File: src/sv/isg_pkg.sv
// shared types and constants for the imu sample gate
`default_nettype none

package isg_pkg;

   localparam int unsigned AxisWidth  = 16;
   localparam int unsigned LimitWidth = 15;
   localparam int unsigned MagWidth   = 16;
   localparam int unsigned StepWidth  = 4;
   localparam int unsigned CsrIdxWidth = 2;

   localparam logic [LimitWidth-1:0] AccelLimitReset = 15'd25600;
   localparam logic [LimitWidth-1:0] GyroLimitReset  = 15'd32000;

   // last cycle of the serial multiply and of the serial root
   localparam logic [StepWidth-1:0] StepLast = 4'd15;

   // configuration register indexes
   localparam logic [CsrIdxWidth-1:0] RegAccelLimit = 2'd0;
   localparam logic [CsrIdxWidth-1:0] RegGyroLimit  = 2'd1;

   typedef enum logic [1:0] {
      ST_IDLE,
      ST_MUL,
      ST_ROOT,
      ST_RESP
   } state_type;

   // magnitude of a signed axis value, -32768 maps to 32768
   function automatic logic [AxisWidth-1:0] axis_mag(input logic [AxisWidth-1:0] v);
      axis_mag = v[AxisWidth-1] ? (~v + 16'd1) : v;
   endfunction

endpackage

`default_nettype wire

File: src/sv/imu_sample_gate_with_magnitude.sv
// imu sample gate: range check, sample hold and serial vector magnitude
//
// One request word carries a six-axis sample; every request gives exactly one
// response word with the held sample, the accepted flag and the floor of the
// acceleration vector length. The first word after reset is always taken;
// later words are dropped when values_finite is low or any axis magnitude
// exceeds its limit (a value equal to the limit passes). A dropped word gives
// its response in the cycle after acceptance; once the response is taken the
// block returns to idle and can accept the next word. A taken word goes
// through a bit-serial sum of squares (one multiplier bit of all three axes
// per cycle into a right-shifting accumulator) and a restoring square root
// (one root bit per cycle); its response is valid when the root is done and
// the next word can be accepted after the response is taken. The block works
// on one word at a time: req_ready is high only in idle. Limits are written
// through the csr port while the block is idle, a rule for the user that the
// block itself does not enforce; writes to unknown indexes are ignored.
`default_nettype none

module imu_sample_gate_with_magnitude (
   input  wire logic                                  clock,
   input  wire logic                                  reset,
   // configuration
   input  wire logic                                  csr_we,
   input  wire logic [isg_pkg::CsrIdxWidth-1:0]       csr_index,
   input  wire logic [isg_pkg::LimitWidth-1:0]        csr_wdata,
   // request channel
   input  wire logic                                  req_valid,
   output logic                                       req_ready,
   input  wire logic signed [isg_pkg::AxisWidth-1:0]  req_accel_x,
   input  wire logic signed [isg_pkg::AxisWidth-1:0]  req_accel_y,
   input  wire logic signed [isg_pkg::AxisWidth-1:0]  req_accel_z,
   input  wire logic signed [isg_pkg::AxisWidth-1:0]  req_rate_x,
   input  wire logic signed [isg_pkg::AxisWidth-1:0]  req_rate_y,
   input  wire logic signed [isg_pkg::AxisWidth-1:0]  req_rate_z,
   input  wire logic                                  req_values_finite,
   // response channel
   output logic                                       rsp_valid,
   input  wire logic                                  rsp_ready,
   output logic                                       rsp_accepted,
   output logic signed [isg_pkg::AxisWidth-1:0]       rsp_held_accel_x,
   output logic signed [isg_pkg::AxisWidth-1:0]       rsp_held_accel_y,
   output logic signed [isg_pkg::AxisWidth-1:0]       rsp_held_accel_z,
   output logic signed [isg_pkg::AxisWidth-1:0]       rsp_held_rate_x,
   output logic signed [isg_pkg::AxisWidth-1:0]       rsp_held_rate_y,
   output logic signed [isg_pkg::AxisWidth-1:0]       rsp_held_rate_z,
   output logic [isg_pkg::MagWidth-1:0]               rsp_accel_magnitude
);

   // ------------------------------------------------------------------
   // registers
   // ------------------------------------------------------------------
   isg_pkg::state_type state_ff, state_in;

   logic [isg_pkg::LimitWidth-1:0] accel_limit_ff, accel_limit_in;
   logic [isg_pkg::LimitWidth-1:0] gyro_limit_ff, gyro_limit_in;

   logic started_ff, started_in;
   logic accepted_ff, accepted_in;

   logic [isg_pkg::AxisWidth-1:0] held_ax_ff, held_ax_in;
   logic [isg_pkg::AxisWidth-1:0] held_ay_ff, held_ay_in;
   logic [isg_pkg::AxisWidth-1:0] held_az_ff, held_az_in;
   logic [isg_pkg::AxisWidth-1:0] held_rx_ff, held_rx_in;
   logic [isg_pkg::AxisWidth-1:0] held_ry_ff, held_ry_in;
   logic [isg_pkg::AxisWidth-1:0] held_rz_ff, held_rz_in;
   logic [isg_pkg::MagWidth-1:0]  held_mag_ff, held_mag_in;

   logic [isg_pkg::StepWidth-1:0] step_ff, step_in;

   // serial multiply: fixed multiplicands and right-shifting multiplier bits
   logic [15:0] mcand_x_ff, mcand_x_in;
   logic [15:0] mcand_y_ff, mcand_y_in;
   logic [15:0] mcand_z_ff, mcand_z_in;
   logic [15:0] mplr_x_ff, mplr_x_in;
   logic [15:0] mplr_y_ff, mplr_y_in;
   logic [15:0] mplr_z_ff, mplr_z_in;

   // product accumulator, reused as the radicand shift register
   logic [33:0] prod_ff, prod_in;

   // square root remainder and partial root
   logic [17:0] rem_ff, rem_in;
   logic [15:0] root_ff, root_in;

   // ------------------------------------------------------------------
   // range check on the incoming word
   // ------------------------------------------------------------------
   logic [15:0] mag_ax, mag_ay, mag_az, mag_rx, mag_ry, mag_rz;
   logic        in_range;
   logic        take_word;
   logic        req_fire;

   assign mag_ax = isg_pkg::axis_mag(req_accel_x);
   assign mag_ay = isg_pkg::axis_mag(req_accel_y);
   assign mag_az = isg_pkg::axis_mag(req_accel_z);
   assign mag_rx = isg_pkg::axis_mag(req_rate_x);
   assign mag_ry = isg_pkg::axis_mag(req_rate_y);
   assign mag_rz = isg_pkg::axis_mag(req_rate_z);

   assign in_range = req_values_finite
                   && (mag_ax <= {1'b0, accel_limit_ff})
                   && (mag_ay <= {1'b0, accel_limit_ff})
                   && (mag_az <= {1'b0, accel_limit_ff})
                   && (mag_rx <= {1'b0, gyro_limit_ff})
                   && (mag_ry <= {1'b0, gyro_limit_ff})
                   && (mag_rz <= {1'b0, gyro_limit_ff});

   // first word after reset skips every check
   assign take_word = !started_ff || in_range;

   assign req_ready = (state_ff == isg_pkg::ST_IDLE);
   assign req_fire  = req_valid && req_ready;

   // ------------------------------------------------------------------
   // datapath slices for one serial step
   // ------------------------------------------------------------------
   logic [18:0] pp_sum;     // accumulator top plus selected multiplicands
   logic [19:0] rem_trial;  // remainder with the next two radicand bits
   logic [19:0] sub_val;    // 4 * root + 1
   logic        root_bit;

   assign pp_sum = 19'(prod_ff[33:16])
                 + (mplr_x_ff[0] ? 19'(mcand_x_ff) : 19'd0)
                 + (mplr_y_ff[0] ? 19'(mcand_y_ff) : 19'd0)
                 + (mplr_z_ff[0] ? 19'(mcand_z_ff) : 19'd0);

   assign rem_trial = {rem_ff, prod_ff[31:30]};
   assign sub_val   = {2'b00, root_ff, 2'b01};
   assign root_bit  = (rem_trial >= sub_val);

   // ------------------------------------------------------------------
   // next state and outputs
   // ------------------------------------------------------------------
   always_comb begin
      state_in       = state_ff;
      accel_limit_in = accel_limit_ff;
      gyro_limit_in  = gyro_limit_ff;
      started_in     = started_ff;
      accepted_in    = accepted_ff;
      held_ax_in     = held_ax_ff;
      held_ay_in     = held_ay_ff;
      held_az_in     = held_az_ff;
      held_rx_in     = held_rx_ff;
      held_ry_in     = held_ry_ff;
      held_rz_in     = held_rz_ff;
      held_mag_in    = held_mag_ff;
      step_in        = step_ff;
      mcand_x_in     = mcand_x_ff;
      mcand_y_in     = mcand_y_ff;
      mcand_z_in     = mcand_z_ff;
      mplr_x_in      = mplr_x_ff;
      mplr_y_in      = mplr_y_ff;
      mplr_z_in      = mplr_z_ff;
      prod_in        = prod_ff;
      rem_in         = rem_ff;
      root_in        = root_ff;

      // limit writes, only while idle by contract
      if (csr_we) begin
         unique case (csr_index)
            isg_pkg::RegAccelLimit: accel_limit_in = csr_wdata;
            isg_pkg::RegGyroLimit:  gyro_limit_in  = csr_wdata;
            default: ;
         endcase
      end

      unique case (state_ff)
         isg_pkg::ST_IDLE: begin
            if (req_fire) begin
               accepted_in = take_word;
               if (take_word) begin
                  started_in = 1'b1;
                  held_ax_in = req_accel_x;
                  held_ay_in = req_accel_y;
                  held_az_in = req_accel_z;
                  held_rx_in = req_rate_x;
                  held_ry_in = req_rate_y;
                  held_rz_in = req_rate_z;
                  mcand_x_in = mag_ax;
                  mcand_y_in = mag_ay;
                  mcand_z_in = mag_az;
                  mplr_x_in  = mag_ax;
                  mplr_y_in  = mag_ay;
                  mplr_z_in  = mag_az;
                  prod_in    = '0;
                  step_in    = '0;
                  state_in   = isg_pkg::ST_MUL;
               end else begin
                  // dropped word answers with what is held
                  state_in = isg_pkg::ST_RESP;
               end
            end
         end

         isg_pkg::ST_MUL: begin
            // add this bit's partial products, shift the accumulator right
            prod_in   = {pp_sum, prod_ff[15:1]};
            mplr_x_in = mplr_x_ff >> 1;
            mplr_y_in = mplr_y_ff >> 1;
            mplr_z_in = mplr_z_ff >> 1;
            step_in   = step_ff + 4'd1;
            if (step_ff == isg_pkg::StepLast) begin
               rem_in   = '0;
               root_in  = '0;
               step_in  = '0;
               state_in = isg_pkg::ST_ROOT;
            end
         end

         isg_pkg::ST_ROOT: begin
            // restoring root: two radicand bits in, one root bit out
            prod_in = {prod_ff[31:0], 2'b00};
            rem_in  = root_bit ? 18'(rem_trial - sub_val) : 18'(rem_trial);
            root_in = {root_ff[14:0], root_bit};
            step_in = step_ff + 4'd1;
            if (step_ff == isg_pkg::StepLast) begin
               held_mag_in = {root_ff[14:0], root_bit};
               state_in    = isg_pkg::ST_RESP;
            end
         end

         isg_pkg::ST_RESP: begin
            if (rsp_ready) begin
               state_in = isg_pkg::ST_IDLE;
            end
         end

         default: state_in = isg_pkg::ST_IDLE;
      endcase
   end

   // ------------------------------------------------------------------
   // state register and control
   // ------------------------------------------------------------------
   always_ff @(posedge clock) begin
      if (reset) begin
         state_ff       <= isg_pkg::ST_IDLE;
         accel_limit_ff <= isg_pkg::AccelLimitReset;
         gyro_limit_ff  <= isg_pkg::GyroLimitReset;
         started_ff     <= 1'b0;
         accepted_ff    <= 1'b0;
         held_ax_ff     <= '0;
         held_ay_ff     <= '0;
         held_az_ff     <= '0;
         held_rx_ff     <= '0;
         held_ry_ff     <= '0;
         held_rz_ff     <= '0;
         held_mag_ff    <= '0;
         step_ff        <= '0;
      end else begin
         state_ff       <= state_in;
         accel_limit_ff <= accel_limit_in;
         gyro_limit_ff  <= gyro_limit_in;
         started_ff     <= started_in;
         accepted_ff    <= accepted_in;
         held_ax_ff     <= held_ax_in;
         held_ay_ff     <= held_ay_in;
         held_az_ff     <= held_az_in;
         held_rx_ff     <= held_rx_in;
         held_ry_ff     <= held_ry_in;
         held_rz_ff     <= held_rz_in;
         held_mag_ff    <= held_mag_in;
         step_ff        <= step_in;
      end
   end

   // serial datapath, no reset needed
   always_ff @(posedge clock) begin
      mcand_x_ff <= mcand_x_in;
      mcand_y_ff <= mcand_y_in;
      mcand_z_ff <= mcand_z_in;
      mplr_x_ff  <= mplr_x_in;
      mplr_y_ff  <= mplr_y_in;
      mplr_z_ff  <= mplr_z_in;
      prod_ff    <= prod_in;
      rem_ff     <= rem_in;
      root_ff    <= root_in;
   end

   // ------------------------------------------------------------------
   // response word
   // ------------------------------------------------------------------
   assign rsp_valid           = (state_ff == isg_pkg::ST_RESP);
   assign rsp_accepted        = accepted_ff;
   assign rsp_held_accel_x    = held_ax_ff;
   assign rsp_held_accel_y    = held_ay_ff;
   assign rsp_held_accel_z    = held_az_ff;
   assign rsp_held_rate_x     = held_rx_ff;
   assign rsp_held_rate_y     = held_ry_ff;
   assign rsp_held_rate_z     = held_rz_ff;
   assign rsp_accel_magnitude = held_mag_ff;

   // ------------------------------------------------------------------
   // assertions
   // ------------------------------------------------------------------
   a_first_word_taken: assert property (@(posedge clock) disable iff (reset)
      (req_fire && !started_ff) |=> accepted_ff)
      else $error("first word after reset was dropped");

   a_not_finite_dropped: assert property (@(posedge clock) disable iff (reset)
      (req_fire && started_ff && !req_values_finite) |=> !accepted_ff)
      else $error("word without finite flag was taken");

   a_root_ends_in_resp: assert property (@(posedge clock) disable iff (reset)
      (state_ff == isg_pkg::ST_ROOT && step_ff == isg_pkg::StepLast)
      |=> (rsp_valid && rsp_accepted))
      else $error("square root did not end in an accepted response");

   a_resp_back_to_idle: assert property (@(posedge clock) disable iff (reset)
      (rsp_valid && rsp_ready) |=> (req_ready && !rsp_valid))
      else $error("block did not return to idle after response");

endmodule

`default_nettype wire

File: config.mk
export PLATFORM = sky130hd
export DESIGN_NAME = imu_sample_gate_with_magnitude
export DESIGN_NICKNAME = d
export VERILOG_FILES = /design/src/sv/isg_pkg.sv /design/src/sv/imu_sample_gate_with_magnitude.sv
export SDC_FILE = /design/constraint.sdc
export NUM_CORES = 1
export LEC_CHECK = 0
export BUFFER_PORTS_ARGS = -buffer_cell sky130_fd_sc_hd__clkbuf_2
export CAP_MARGIN = 20
export CORE_ASPECT_RATIO = 0.9
export CORE_MARGIN = 8
export CORE_UTILIZATION = 59
export DETAILED_ROUTE_END_ITERATION = 8
export PLACE_DENSITY = 0.87
export RECOVER_POWER = 50
export SYNTH_ARGS = -nofsm -noshare
export SYNTH_HDL_FRONTEND = slang
export SYNTH_SLANG_ARGS = --single-unit
File: constraint.sdc
create_clock -name clock -period 8.1 [get_ports clock]
set_clock_uncertainty 0.05 [all_clocks]
set_input_delay 0.81 -clock clock [delete_from_list [all_inputs] [get_ports clock]]
set_output_delay 0.81 -clock clock [all_outputs]
set_load 0.01 [all_outputs]
==> impl_metrics.env <==
export IMPL_outcome="finished, violations left"
export IMPL_violations="capacitance limit, slew limit"
export IMPL_totalWireLength_um=51200
export IMPL_setup_tns_ns=0
export IMPL_rr_endpoint="prod_ff[32]"
export IMPL_syn_nets=2142
export IMPL_antenna_found_initial=6
export IMPL_track_usage_pct=27.1
export IMPL_p_leak_nw=7.76
export IMPL_fin_nets=2328
export IMPL_synth_cells=1853
export IMPL_r2r_cells=13
export IMPL_drt_first_pass_iters=5
export IMPL_ios=234
export IMPL_max_freq_ghz=0.175
export IMPL_root_buffer="clkbuf_16"
export IMPL_cp_num_cells=16
export IMPL_worst_slew_pin_transition_ns=3.67
export IMPL_clock_latency_ns=0.51
export IMPL_synth_seq_cells=314
export IMPL_worstPathBufferInverterCount=2
export IMPL_cp_slowest_cell="buf_4"
export IMPL_crit_fanout=96
export IMPL_critPathRequiredTime_ns=8.43
export IMPL_setup_ws_ns=2.37
export IMPL_wire_per_inst_um=20.7
export IMPL_drc=0
export IMPL_maxCapViolCount=3
export IMPL_cp_startpoint="req_accel_z[3]"
export IMPL_area_growth_pct=12.9
export IMPL_portBuffers=233
export IMPL_yosysWarnings=0
export IMPL_fp_dieH_um=182
export IMPL_post_dp_hpwl_um=36600
export IMPL_synth_ff_type="edfxtp_1"
export IMPL_cp_data_arrival_time_ns=6.06
export IMPL_critPathCapture="rsp_held_accel_y[14]"
export IMPL_hold_buffers=0
export IMPL_grt_setup_unrepaired="no"
export IMPL_slew_violations=190
export IMPL_period_needed_ns=5.73
export IMPL_cts_path_max_buffers=3
export IMPL_r2r_slack_ns=3.49
export IMPL_ir_drop_uv=257
export IMPL_synth_distinct_cells=68
export IMPL_synthesis_area_sq_mm=0.0181
export IMPL_crit_chain="clkbuf_1 -> or4_1 -> or3_1 -> or3_1 -> o41ai_1 -> xnor2_1 -> ha_1 -> nand3_1 -> nor2_1 -> or4_1 -> nor3_1 -> o22ai_1 -> o41ai_4 -> buf_4 -> nand3_1 -> a21oi_1"
export IMPL_crit_path_end_kind="register"
export IMPL_slew_headroom_pct=-145
export IMPL_grt_pass1_vias=15400
export IMPL_crit_type="input port to register"
export IMPL_path_clk_slew_ns=0.06
export IMPL_dr_first_iter_drc_count=1536
export IMPL_post_route_period_util_pct=70.7
export IMPL_place_congestion=0.975
export IMPL_routed_via_density=6.30
export IMPL_cp_start_kind="input port"
export IMPL_die_x_um=201
export IMPL_cts_buffers=35
export IMPL_dp_slack_ns=2.03
export IMPL_cts_tree="yes"
export IMPL_finalHoldViolations=0
export IMPL_rows=61
export IMPL_core_sq_mm=0.0306
export IMPL_max_stage_delay_ns=0.81
export IMPL_grt_pass1_wl_um=82100
export IMPL_cts_max_level=2
export IMPL_synthArstFlopShare_pct=0
export IMPL_drive_above_1_share_pct=11.0
export IMPL_cts_setup_buffers=0
export IMPL_cts_sinks=314
export IMPL_die_area_sq_mm=0.0366
export IMPL_gr_total_overflow=0
export IMPL_setup_violations=0
export IMPL_initial_core_util_pct=59.3
export IMPL_r2r_start="mplr_x_ff[0]"
export IMPL_ant_nets=0
export IMPL_cpLargestDelayFamily="simple AND/OR/NAND/NOR gates"
export IMPL_ys_seq_area_share_pct=43.7
export IMPL_avgSynthCellArea_sq_um=9.79
export IMPL_synth_edf_count=164
export IMPL_hold_path_class="register to register"
export IMPL_cts_resized=0
export IMPL_grt_max_degree=99
export IMPL_vias=15600
export IMPL_cellPowerDensity_mw_per_mm2=343
-- per-stage QoR --
| step | util, % | total power (W) | hold slack [ns] | std cells | instance area, sq um |
|---|---|---|---|---|---|
| 4_1_cts | 67.3 | 0.00703 | 0.404 | 2471 | 20600 |
| 2_1_floorplan | - | 0.00466 | 0.386 | 1853 | 18100 |
| 3_5_place_dp | 63.9 | 0.00548 | 0.396 | 2409 | 19500 |
| 6_report | 66.9 | 0.00704 | 0.404 | 2476 | 20500 |
| 3_3_place_gp | 63.8 | 0.00530 | 0.391 | 2408 | 19500 |
| 5_1_grt | 66.9 | 0.00747 | 0.431 | 2476 | 20500 |
-- worst min-delay path: cells and delay by family, from the launching register on --
| family | cells | cell delay, ns |
|---|---|---|
| compound gates | 1 | 0.05 |
| flops | 1 | 0.31 |
| simple gates | 1 | 0.05 |
-- cell usage after synthesis, types with 12 or more instances --
cell      number  area, sq um
a21o_1        15          113
a21oi_1      199          996
a22o_1        18          158
and2_1        57          357
buf_1         12         45.0
buf_2         14         70.1
clkbuf_1      66          248
dfxtp_1      150         3000
edfxtp_1     164         4920
fa_1          32          641
ha_1         138         1730
inv_1         82          308
mux2_2        42          473
nand2_1      155          582
nand2b_1      16          100
nand3_1      118          591
nand4_1       38          238
nor2_1        49          184
nor2b_1       12         75.1
nor3_1        12         60.1
o211ai_1      17          128
o21ai_0      147          736
o21ai_1       22          110
o31ai_1       36          270
o41ai_1       17          149
or3_1         15         93.8
or4_1         16          120
xnor2_1       94          823
-- sequential cells by signal, summed over array words and instances (netlist names) --
register / flops
started_ff: 1
gyro_limit_ff: 15
accel_limit_ff: 15
mplr_y_ff: 16
rsp_accepted: 1
mplr_z_ff: 16
rsp_held_rate_x: 16
rem_ff: 18
mcand_y_ff: 16
rsp_held_rate_z: 16
state_ff: 2
rsp_accel_magnitude: 16
rsp_held_accel_y: 16
rsp_held_rate_y: 16
mcand_z_ff: 16
step_ff: 4
prod_ff: 34
mcand_x_ff: 16
rsp_held_accel_z: 16
mplr_x_ff: 16
root_ff: 16
rsp_held_accel_x: 16
-- logic make-up after synthesis --
family | Yosys count | share of synthesized area (%)
adder cells (fa/ha/maj) | 170 | 13.0
multiplexers | 45 | 2.77
XOR/XNOR | 105 | 5.07
flip-flops | 314 | 43.7
AO/OA/AOI/OAI | 517 | 16.8
AND/OR/NAND/NOR | 522 | 14.6
buffers and inverters | 180 | 4.01
-- how the worst min path moves through the flow --
stage	startpoint	to	slack, ns	cells past startpoint
2_1_floorplan	accel_limit_ff[11]	accel_limit_ff[11]	0.39	2
3_3_place_gp	gyro_limit_ff[6]	gyro_limit_ff[6]	0.39	2
3_5_place_dp	gyro_limit_ff[2]	gyro_limit_ff[2]	0.40	2
4_1_cts	gyro_limit_ff[2]	gyro_limit_ff[2]	0.40	2
5_1_grt	rsp_accel_magnitude[12]	rsp_accel_magnitude[12]	0.43	2
6_report	rsp_accel_magnitude[11]	rsp_accel_magnitude[11]	0.40	2
-- area by class of cell --
cell class	instances	area, sq um
clock buffer	55	1020
timing repair buffer	245	1140
inverter	84	315
multi-input combinational	1359	9520
sequential	314	7930
antenna	3	7.51
clock inverter	7	42.5
tap	409	512
fill	2320	10100
-- power by group --
group	switching, W	internal [W]	leakage (nW)
Clock	0.000635	0.000867	0.526
Sequential	0.000231	0.00220	2.82
Combinational	0.00188	0.00122	4.42
Total	0.00274	0.00429	7.76
-- metal layers --
metal | track usage [%] | vias to the layer above | share of wire, %
met5 | 0 | - | 0.080
met4 | 11.8 | 6 | 4.5
met2 | 43.4 | 808 | 46
met1 | 35.2 | 7466 | 40
li1 | - | 7139 | -
met3 | 5.78 | 169 | 9.6
-- placed cells by master (no fill, tap or decap), types with 35 or more instances in the layout --
cell type,count
a21oi_1,199
edfxtp_1,164
nand2_1,154
dfxtp_1,150
o21ai_0,145
ha_1,138
clkbuf_1,138
nand3_1,118
clkbuf_2,110
xnor2_1,94
inv_1,83
and2_1,53
nor2_1,49
mux2_2,39
nand4_1,38
o31ai_1,36
clkbuf_16,35
Note: power is estimated with default switching activity, not from simulation.
